===== src/design/hmsbf_pkg.sv =====
`default_nettype none
// ----------------------------------------------------------------------------
// hmsbf_pkg: shared types and constants
// Beat formats, pixel and sum types, register offsets, sequencer states and
// the reciprocals used by the constant divider.
// ----------------------------------------------------------------------------
package hmsbf_pkg;

	localparam int MAX_WIDTH_DEF = 1024;

	typedef logic signed [25:0] pix_t;
	typedef pix_t [2:0] pix_col_t;
	typedef logic signed [28:0] sum_t;

	typedef struct packed {
		logic [7:0] raw_height;
		logic       pad;
	} in_beat_t;

	typedef struct packed {
		logic signed [25:0] mean_height;
		logic [15:0]        out_row;
		logic [9:0]         out_col;
		logic               frame_end;
	} out_beat_t;

	localparam logic [1:0] REG_WIDTH  = 2'd0;
	localparam logic [1:0] REG_HEIGHT = 2'd1;
	localparam logic [1:0] REG_SCALE  = 2'd2;
	localparam logic [1:0] REG_OFFSET = 2'd3;

	typedef enum logic [5:0] {
		ST_IDLE = 6'b000001,
		ST_LOAD = 6'b000010,
		ST_CSUM = 6'b000100,
		ST_SEL  = 6'b001000,
		ST_MUL  = 6'b010000,
		ST_FIX  = 6'b100000
	} state_t;

	typedef enum logic [1:0] {
		DIV1 = 2'd0,
		DIV3 = 2'd1,
		DIV9 = 2'd2
	} div_t;

	localparam int          RECIP_SHIFT = 30;
	localparam logic [29:0] RECIP3      = 30'd357913941;
	localparam logic [29:0] RECIP9      = 30'd119304647;

endpackage
`default_nettype wire


===== src/design/hmsbf_col_cell.sv =====
`default_nettype none
// ----------------------------------------------------------------------------
// hmsbf_col_cell: one column of the 3x3 window
// Holds three scaled pixels, passes them to the left neighbor on a shift and
// forms the masked sum of its rows.
// ----------------------------------------------------------------------------
module hmsbf_col_cell (
	input  wire logic              clk,
	input  wire logic              arst_n,
	input  wire logic              shift_en,
	input  wire logic              sum_en,
	input  wire hmsbf_pkg::pix_col_t pix_in,
	input  wire logic [2:0]        row_mask,
	output hmsbf_pkg::pix_col_t    pix_out,
	output hmsbf_pkg::sum_t        col_sum
);

	hmsbf_pkg::pix_col_t pix_q;
	hmsbf_pkg::sum_t     sum_q;
	hmsbf_pkg::sum_t     sum_d;

	always_comb begin
		sum_d = '0;
		for (int i = 0; i < 3; i++) begin
			if (row_mask[i]) begin
				sum_d = sum_d + hmsbf_pkg::sum_t'(pix_q[i]);
			end
		end
	end

	always_ff @(posedge clk or negedge arst_n) begin
		if (!arst_n) begin
			pix_q <= '0;
		end else if (shift_en) begin
			pix_q <= pix_in;
		end
	end

	always_ff @(posedge clk) begin
		if (sum_en) begin
			sum_q <= sum_d;
		end
	end

	assign pix_out = pix_q;
	assign col_sum = sum_q;

endmodule
`default_nettype wire


===== config.mk =====
export PLATFORM = sky130hd
export DESIGN_NAME = hmsbf_col_cell
export DESIGN_NICKNAME = d
export VERILOG_FILES = /design/src/design/hmsbf_pkg.sv /design/src/design/hmsbf_col_cell.sv
export SDC_FILE = /design/constraint.sdc
export NUM_CORES = 1
export LEC_CHECK = 0
export BUFFER_PORTS_ARGS = -buffer_cell sky130_fd_sc_hd__buf_2
export CORE_MARGIN = 2
export CORE_UTILIZATION = 45
export DETAILED_ROUTE_END_ITERATION = 10
export GPL_ROUTABILITY_DRIVEN = 0
export HOLD_SLACK_MARGIN = 0.03
export PLACE_DENSITY = 0.81
export SLEW_MARGIN = 20
export SYNTH_ARGS = -nofsm -noshare
export SYNTH_HDL_FRONTEND = slang
export SYNTH_SLANG_ARGS = --single-unit

===== constraint.sdc =====
create_clock -name clk -period 4.85 [get_ports clk]
set_input_delay 0.7275 -clock clk [delete_from_list [all_inputs] [get_ports clk]]
set_output_delay 0.7275 -clock clk [all_outputs]
set_load 0.05 [all_outputs]

# Word-level counts from Yosys, hierarchy flattened
# Cells that the tools add are included.
classes:
  addsub: 2
  mux: 3
ops:
  columns: ["op", "n"]
  rows:
  - ["2-to-1 mux 29 bit", 3]
  - ["adder 29 x 26 -> 29 bit", 2]
word_totals:
  regBits: 107

# Longest topological paths before layout
# Gate-level depths: netlist of run 1.
logic_depth:
  depth_word: 5
  depth_mapped: 27

# Worst setup path before layout of run 1
# OpenSTA, ideal clock, no wires.
synth_path:
  path_kind: "input to register"
  from: "in row_mask[0]"
  to: "reg sum_q[28], in the netlist col_sum[28] (data pin)"
  arrival_ps: 5399
  required_time_ps: 4586
  setup_slack_ps: -813
  cell_stages: 25
  path_buffers: 5
  cell_sequence: "buf_6 -> buf_6 -> clkbuf_1 -> clkbuf_1 -> and2_1 -> ha_1 -> a21oi_1 -> o211ai_1 -> o211a_1 -> o211ai_1 -> a21oi_1 -> nor2_1 -> a311oi_2 -> mux2i_1 -> or2_1 -> ha_1 -> clkbuf_1 -> nand4_1 -> or3_1 -> a211oi_1 -> o221ai_2 -> o21ai_2 -> mux2i_1 -> a21oi_1 -> xnor2_1"
synth_between:
  elab_chain_cells: 5
synth_rtl:
  columns: ["element", "line_no", "rtl"]
  rows:
  - ["start, declared", "hmsbf_col_cell.sv:13", "input wire logic [2:0] row_mask,"]
  - ["2-to-1 mux 29 bit (*)", "hmsbf_col_cell.sv:25", "if (row_mask[i]) begin"]
  - ["adder 29 x 26 -> 29 bit", "hmsbf_col_cell.sv:26", "sum_d = sum_d + hmsbf_pkg::sum_t'(pix_q[i]);"]
  - ["2-to-1 mux 29 bit (*)", "hmsbf_col_cell.sv:25", null]
  - ["adder 29 x 26 -> 29 bit", "hmsbf_col_cell.sv:26", null]
  - ["2-to-1 mux 29 bit (*)", "hmsbf_col_cell.sv:25", null]
  - ["named net sum_d[28]", "hmsbf_col_cell.sv:20", "hmsbf_pkg::sum_t sum_d;"]
  - ["end signal, assigned", "hmsbf_col_cell.sv:41", "sum_q <= sum_d;"]
  - ["end, declared", "hmsbf_col_cell.sv:19", "hmsbf_pkg::sum_t sum_q;"]
# The timed path passes the listed nets; every way through them passes the cells marked *.
# A chain may end at the register's enable or synchronous reset.

# Final worst setup path of run 1
layout_path:
  from: "in row_mask[0]"
  to: "reg sum_q[25], in the netlist col_sum[25] (data pin)"
# Same word-level chain as after synthesis.

==> results.cfg, run 1 <==
[run_status]
status = completed

[clock_tree]
clk_latency_ns = 0.36
cts.sinks = 107
clockBufferDepth = 2
cts.htree.levels = 3
numCtsBuffers = 9
cts_hold_buf = 0
clockRootBuffer = clkbuf_16
cts_tree = yes
clk_pin_slew_ns = 0.07

[layout]
drive_gt1_share_pct = 42.80
area_growth_pct = 29.68
layout_common_cells = buf_2, mux2_2, buf_4, dfrtp_1, nand2_1
antennaDiodeCount = 0
fin_util_pct = 59.63
final_common_cell = buf_2
final_cell_area_mm2 = 0.01028
nNetsFinal = 1193

[detailed_routing]
wl_per_cell_um = 16.28
drc = 0
vias_per_cell = 5.453
highest_layer = met4
first_pass_iters = 5
vias = 7023
met1_length_um = 9723
wl_um = 20970
ant_nets = 0
drt_iter0_markers = 510
met3_wirelength_um = 1016
met2_length_um = 9931

[die]
die_area_mm2 = 0.01869
fp.dieW_um = 136.7
io_pins = 192
num_rows = 48
core-area_mm2 = 0.01724
start_util_pct = 45.98
die_y_um = 136.7

[power]
power_density_mw_per_mm2 = 400.5
seq_power_share_pct = 28.9
total_power_uw = 4116
power.leakage_uw = 0.004701
internal_power_uw = 2462
clockPowerShare_pct = 21.4
swShare_pct = 40.20
peakVddDrop_uv = 205.5
p_sw_uw = 1655
pwr-share-comb_pct = 49.7

[worst_setup_path]
path_cells = buf_6, buf_6, nand2_4, buf_6, fa_2, maj3_2, o221ai_4, a21oi_4, nor3_4, a31oi_4, o21a_1, xor2_1, mux2i_1, ha_1, a21o_1, o21bai_1, a21o_1, a21o_1, a21o_1, a21oi_1, o31ai_1, xor2_1, mux2_4
cp-end-kind = flop
r2r_setup_slack_ns = 0.12
timing.rr.end = col_sum[25]
required_ns = 4.96
path_class = primary input to flop
crit_top_cell = a21o_1
worst_path_largest_cell_delay_ns = 0.37
path_max_fanout = 7
cp-startpoint = row_mask[0]
reg2regPathDepth = 22
startpoint_type = primary input
crit_slowest_cell = fa_2
reg2reg_from = pix_out[0]
endpoint = col_sum[25]
arrival_ns = 4.89

[place]
dp_hpwl_um = 15850
port_buffers = 191
place_area_mm2 = 0.009751

[global_route]
grt_pass1_vias = 6772
grt_overflow_total = 0
grt_pass1_wl_um = 33210
antenna_found_initial = 0
grt_max_degree = 83
grt_use_total_pct = 22.38

[synthesis]
ys_ff_latch = 107
yosysUniqueCellTypes = 79
synthArstFlopShare_pct = 72.90
syn_nets = 940
seq_area_frac_synth_pct = 35.62
synth_ff_type = dfrtp_1
synth_area_mm2 = 0.007925
syn_inst = 805
avgSynthCellArea_um2 = 9.845
synth_warnings = 0
synth_edf_count = 29

[sta]
finalCriticalPeriod_ns = 4.780
slew_headroom_pct = 31.56
fin_skew_ns = 0.006522
max_freq_mhz = 209.2
tightestPinTransition_ns = 1.027
period_share_pct = 98.55
setup_viol = 0
final_max_slew_viol_count = 0
finalHoldViolCount = 0
rsz0062_at_grt = true
whs_ns = 0.3944

[flow_run]
max-cap-violations = 0

[worst_hold_path]
hold_path_class = primary input to async pin
[power by group through the flow]
| stage | combinational, uW | sequential (uW) | clock (uW) |
|---|---|---|---|
| 6_report | 2050 | 1190 | 879 |
| 5_1_grt | 2210 | 1210 | 926 |
| 4_1_cts | 2000 | 1190 | 902 |
| 3_5_place_dp | 1980 | 1210 | 0 |
| 3_3_place_gp | 1940 | 1200 | 0 |
| 2_1_floorplan | 1020 | 1590 | 0 |
[what timing repair did]
action / 4_1_cts / 5_1_grt
buffers inserted: 0 / 8
setup endpoints to repair: 0 / 8
resized for setup: 0 / 23
[worst max-delay path, delay by kind of cell]
| kind | cells | cell delay (ns) |
|---|---|---|
| and+or+nand+nor | 2 | 0.22 |
| xor gates and xnor gates | 2 | 0.32 |
| adders and majority gates | 3 | 1.03 |
| muxes | 2 | 0.53 |
| buffers and inverters | 3 | 0.32 |
| AOI/OAI and AO/OA | 11 | 1.75 |
[worst min path at each step]
| stage | end | slack (ns) |
|---|---|---|
| floorplan | pix_out[0] | 0.43 |
| global placement | pix_out[24] | 0.53 |
| detailed placement | pix_out[24] | 0.52 |
| CTS | pix_out[24] | 0.54 |
| global route | pix_out[65] | 0.46 |
| finish | pix_out[2] | 0.39 |
[Yosys cell counts, types with 5 or more instances]
master | n | area (um2)
a22oi_1 | 5 | 37.54
nand2_1 | 69 | 259.0
dfrtp_1 | 78 | 1952
nand3_1 | 17 | 85.08
o21bai_1 | 5 | 37.54
xnor2_1 | 32 | 280.3
a21oi_1 | 50 | 250.2
buf_2 | 8 | 40.04
clkbuf_1 | 24 | 90.09
inv_1 | 32 | 120.1
o211ai_1 | 12 | 90.09
ha_1 | 48 | 600.6
nor2_1 | 55 | 206.5
a211oi_1 | 9 | 67.56
edfxtp_1 | 29 | 870.8
and2_1 | 12 | 75.07
o21a_1 | 7 | 52.55
nor3_1 | 9 | 45.04
a21o_1 | 16 | 120.1
nand2b_1 | 12 | 75.07
o21ai_0 | 41 | 205.2
nor2b_1 | 6 | 37.54
mux2i_1 | 8 | 80.08
xor2_1 | 24 | 210.2
mux2_2 | 96 | 1081
[flip-flops by register name, summed over array words and instances (netlist names)]
signal / flops
col_sum: 29
pix_out: 78
[per-stage QoR]
| step | setup slack (ns) | instances | TNS [ns] |
|---|---|---|---|
| 2_1_floorplan | -0.2541 | 805 | -0.9361 |
| 3_3_place_gp | -0.1742 | 1264 | -0.7500 |
| 3_5_place_dp | -0.3428 | 1264 | -1.919 |
| 4_1_cts | 0.01282 | 1280 | 0 |
| 5_1_grt | -0.1425 | 1288 | -0.4681 |
| 6_report | 0.07042 | 1288 | 0 |
[routing by layer]
layer	vias up	track usage (%)
met4	0	5.613
met5	-	0
met1	3401	30.60
met3	21	4.037
li1	3424	-
met2	177	36.67
[cell type report]
type	count	area, um2
clock buffers	12	267.8
clock inverters	4	93.84
fillers	1410	6959
inverters	32	120.1
multi-input cells	623	5007
flip-flops and latches	107	2823
well taps	225	281.5
repair buffers	285	1684
[logic make-up (layout without fill, tap and decap cells)]
logic type	count (synthesis)	in the layout	share of synthesized area [%]
and+or+nand+nor	211	211	12.93
DFF	107	107	35.62
xor gates and xnor gates	56	56	6.189
adders and majority gates	53	53	8.494
muxes	104	104	14.65
buffers and inverters	75	333	4.247
AOI/OAI and AO/OA	199	199	17.87
(Power assumes the default switching activity.)
==> run 2, diff against run 1 <==
Settings changed: ABC_AREA from default to 1, CORE_ASPECT_RATIO from default to 1.4, PLACE_DENSITY 0.81 to 0.8.
==> run 2 against run 1 <==
Sequential share of layout area is 1.6 points higher. Largest cell class unchanged. Die area is 4.4% higher. Maximum frequency is 3.6% higher. Area after synthesis is 4.4% higher. Clock skew is 0.0055 ns higher.
==> results.cfg, run 2 <==
[run_status]
status = completed

[detailed_routing]
vias = 8262
vias_per_cell = 5.421
wl_per_cell_um = 15.94
first_pass_iters = 9
drt_iter0_markers = 633
ant_nets = 0
wl_um = 24290
drc = 0

[die]
die_area_mm2 = 0.01951
fp.dieW_um = 118.6
io_pins = 192
num_rows = 58
core-area_mm2 = 0.01800
start_util_pct = 45.98
die_y_um = 164.5

[worst_setup_path]
arrival_ns = 4.72
worst_path_largest_cell_delay_ns = 0.41
crit_slowest_cell = ha_1
cp-end-kind = flop
crit_top_cell = nand2_1
path_class = primary input to flop
path_buf_inv = 3
startpoint_type = primary input
path_max_fanout = 17
required_ns = 4.96
path_cells = buf_2, buf_4, nand2_1, inv_1, ha_1, a21oi_1, nand2_2, nand2_1, nand2_1, nand2_1, nand2_1, xnor2_1, a21boi_1, ha_1, a21oi_1, o21ai_0, nor2_1, nand3_1, or2_2, nand3_1, nand2_1
path_delay_family = simple AND/OR/NAND/NOR gates

[clock_tree]
cts.htree.levels = 3
numCtsBuffers = 9
cts.sinks = 107
post_cts_buffers = 0
cts_hold_buf = 0
cts_tree = yes
clockBufferDepth = 2
clk_pin_slew_ns = 0.07
cts_resized = 0
clockRootBuffer = clkbuf_16
clk_latency_ns = 0.37

[synthesis]
synthArstFlopShare_pct = 72.90
yosys-top-cells-count = nand2_1, inv_1, nand3_1
yosysUniqueCellTypes = 47
ys_ff_latch = 107
synth.most_common_cell = nand2_1
synth_ff_type = dfrtp_1
yosys.area.top_type = dfrtp_1
ys_top_cells_by_area = dfrtp_1, nand2_1, edfxtp_1, mux2_2, ha_1
synth_warnings = 0
avgSynthCellArea_um2 = 7.544
seq_area_frac_synth_pct = 34.11
synth_edf_count = 29
syn_inst = 1097
syn_nets = 1232
synthDominantCellAreaShare_pct = 23.59
synth_area_mm2 = 0.008275

[layout]
nNetsFinal = 1414
multi_input_area_mm2 = 0.004876
antennaDiodeCount = 0
nFillCells = 1731
area_growth_pct = 17.37
layout_common_cells = nand2_1, buf_2, inv_1, nand3_1, dfrtp_1
largest_reg_flops = 78
final_common_cell = nand2_1
drive_gt1_share_pct = 24.61
seq_area_mm2 = 0.002823

[power]
power.leakage_uw = 0.005032
peakVddDrop_uv = 170.3
total_power_uw = 3494
power_density_mw_per_mm2 = 359.7

[place]
port_buffers = 191
dp_hpwl_um = 19080

[sta]
finalHoldViolCount = 0
setup_viol = 0
slew_headroom_pct = 29.63
period_share_pct = 95.17
rsz0062_at_grt = false
max_freq_mhz = 216.7
fin_skew_ns = 0.01205
final_max_slew_viol_count = 0
fin_tns_setup_ns = 0
finalCriticalPeriod_ns = 4.616
tightestPinTransition_ns = 1.056

[global_route]
grt_overflow_total = 0
grt_pass1_wl_um = 38510
grt_pass1_vias = 7955
grt_use_total_pct = 24.81
antenna_found_initial = 0
grt_max_degree = 90

[worst_hold_path]
hold_path_class = primary input to async pin

[flow_run]
max-cap-violations = 0
==> run 2: cell types whose count changed after synthesis, moves of 12 or more <==
cell / delta
nand2_1: +249
inv_1: +80
nand3_1: +80
mux2_2: -29
nor2_1: +21
xnor2_1: -20
nand2b_1: -12
o211ai_1: -12
==> run 2: where the power goes <==
group	internal (uW)	total, uW	switching (uW)
clock	346	686	340
combinational	509	1670	1160
sequential	1050	1140	86.5
total	1910	3490	1590
==> run 2: cell families after synthesis <==
family                     after synthesis  synth area share, %
AOI/OAI and AO/OA                      143                9.541
xor gates and xnor gates                27                2.948
adders and majority gates               50                7.741
buffers and inverters                  144                6.970
DFF                                    107                34.11
muxes                                   68                9.238
and+or+nand+nor                        558                29.45
==> run 2: area by class of cell <==
| class | instances | share of cell area, % |
|---|---|---|
| Clock buffer | 11 | 2.396 |
| Tap cell | 240 | 3.092 |
| Sequential cell | 107 | 29.06 |
| Inverter | 118 | 4.560 |
| Multi-Input combinational cell | 846 | 50.20 |
| Timing Repair Buffer | 197 | 10.40 |
| Clock inverter | 5 | 0.2963 |
==> run 2: worst paths after layout <==
check	start	slack [ns]	endpoint	cells past startpoint
worst min register to register	pix_out[15]	0.54	pix_out[15]	1
worst max-delay path	row_mask[0]	0.23	col_sum[18]	21
worst max register to register	pix_out[4]	0.68	col_sum[18]	19
max in group asynchronous	arst_n	3.95	pix_out[51]	1
min in group clk	pix_out[15]	0.54	pix_out[15]	1
worst min-delay path	arst_n	0.39	pix_out[7]	1
==> run 2: layer usage <==
layer  up-vias  wire [um]  GRT usage, %
met2       368      12070         44.07
met4         0       1110         11.09
li1       3999          -             -
met1      3809       9637         29.53
met5         -          0             0
met3        86       1469         3.936
==> run 2: per-stage QoR <==
step | instance area (um2) | util, % | hold WS (ns) | std cells | setup slack, ns
after floorplan | 8275 | - | 0.4319 | 1097 | 0.5612
after global placement | 9448 | 52.50 | 0.5295 | 1508 | 0.1825
after detailed placement | 9448 | 52.50 | 0.5319 | 1508 | 0.1257
after CTS | 9709 | 53.95 | 0.5486 | 1524 | 0.4326
after global routing | 9713 | 53.97 | 0.4615 | 1524 | 0.1287
final | 9713 | 53.97 | 0.3931 | 1524 | 0.2343
==> run 2: worst reg2reg max path, stage by stage, from the launching register on <==
cell and delay (ns):
dfrtp_1 0.41, nand2_1 0.12, inv_1 0.08, ha_1 0.33, a21oi_1 0.28, nand2_2 0.17
nand2_1 0.09, nand2_1 0.12, nand2_1 0.10, nand2_1 0.08, xnor2_1 0.21, a21boi_1 0.11
ha_1 0.41, a21oi_1 0.29, o21ai_0 0.27, nor2_1 0.18, nand3_1 0.19, or2_2 0.32
nand3_1 0.07, nand2_1 0.09
==> run 3, diff against run 2 <==
Settings changed: PLACE_DENSITY 0.8 to 0.78.
Clock period 4.85 ns to 4.8 ns, I/O delays scaled along.
==> run 3 against run 2 <==
Sequential share of layout area down 0.067 points. Global-route usage is 0.47 points lower. Total power increased by 0.97%. Critical path depth increased by 6. Via count fell by 1.2%. Combinational power about the same. Clock power increased by 2%. Cell count did not move.
==> results.cfg, run 3 (same netlist as run 2, synthesis figures left out) <==
[layout]
fin_util_pct = 54.09
antennaDiodeCount = 0
area_growth_pct = 17.64
largest_reg_flops = 78
layout_common_cells = nand2_1, buf_2, inv_1, nand3_1, dfrtp_1
nNetsFinal = 1414
final_cell_area_mm2 = 0.009736
final_common_cell = nand2_1
drive_gt1_share_pct = 24.77

[worst_setup_path]
worst_path_largest_cell_delay_ns = 0.39
timing.rr.end = col_sum[28]
cp-end-kind = flop
crit_top_cell = nand2_1
crit_slowest_cell = fa_1
path_class = primary input to flop
r2r_setup_slack_ns = 0.78
reg2reg_from = pix_out[0]
startpoint_type = primary input
arrival_ns = 4.43
required_ns = 4.92
path_max_fanout = 18
reg2regPathDepth = 26

[power]
power.leakage_uw = 0.005048
peakVddDrop_uv = 169.8
power_density_mw_per_mm2 = 362.3
total_power_uw = 3527

[die]
core-area_mm2 = 0.01800
die_area_mm2 = 0.01951
die_y_um = 164.5
fp.dieW_um = 118.6
num_rows = 58
io_pins = 192
start_util_pct = 45.98

[clock_tree]
cts_resized = 0
post_cts_buffers = 0
clk_latency_ns = 0.36
clk_pin_slew_ns = 0.08
clockRootBuffer = clkbuf_16
numCtsBuffers = 9
cts_hold_buf = 0
cts.sinks = 107
clockBufferDepth = 2
cts_tree = yes
cts.htree.levels = 3

[sta]
finalCriticalPeriod_ns = 4.313
finalHoldViolCount = 0
slew_headroom_pct = 33.80
setup_viol = 0
final_max_slew_viol_count = 0
tightestPinTransition_ns = 0.9868
fin_tns_setup_ns = 0
max_freq_mhz = 231.9
period_share_pct = 89.85
rsz0062_at_grt = false
whs_ns = 0.3893
fin_skew_ns = 0.009391

[detailed_routing]
wl_um = 23480
first_pass_iters = 5
drt_iter0_markers = 646
vias_per_cell = 5.356
vias = 8163
ant_nets = 0
wl_per_cell_um = 15.41
drc = 0

[global_route]
grt_pass1_vias = 7858
antenna_found_initial = 0
grt_use_total_pct = 24.34
grt_overflow_total = 0
grt_pass1_wl_um = 37830
grt_max_degree = 79

[worst_hold_path]
hold_path_class = primary input to async pin

[place]
dp_hpwl_um = 18890
port_buffers = 191
place_area_mm2 = 0.009460

[run_status]
status = completed

[flow_run]
max-cap-violations = 0
==> run 3: cell type report <==
class,instances,area [um2]
clock buffers,10,229.0
clock inverters,6,40.04
fillers,1773,8262
inverters,118,442.9
multi-input cells,846,4876
flip-flops and latches,107,2823
well taps,240,300.3
repair buffers,197,1025
==> run 3: report_power, final <==
group / switching, uW / total, uW / internal [uW]
registers: 83.1 / 1150 / 1060
logic: 1170 / 1680 / 515
clock network: 346 / 699 / 353
==> run 3: how the worst max path moves through the flow <==
stage / cells past startpoint / start / end / slack, ns
global route: 27 / row_mask[0] / col_sum[28] / 0.04
finish: 27 / row_mask[0] / col_sum[28] / 0.49
floorplan: 26 / row_mask[0] / col_sum[23] / 0.52
CTS: 27 / row_mask[0] / col_sum[28] / 0.46
detailed placement: 27 / row_mask[0] / col_sum[28] / 0.11
global placement: 25 / row_mask[0] / col_sum[28] / 0.18
==> run 3: metrics by stage <==
step	worst slack [ns]	cells
floorplan	0.5187	1097
global placement	0.1829	1508
detailed placement	0.1071	1508
CTS	0.4560	1524
global route	0.03804	1524
finish	0.4873	1524
==> run 3: metal layers <==
metal	routed length (um)	track usage, %
met5	0	0
met4	923	10.77
met3	1358	3.177
met2	11720	43.39
met1	9480	29.35
==> run 3: worst max-delay path, delay by kind of cell <==
family | cells | cell delay, ns
AND/OR/NAND/NOR | 19 | 2.25
adder cells (fa/ha/maj) | 3 | 0.90
buffers and inverters | 5 | 0.54
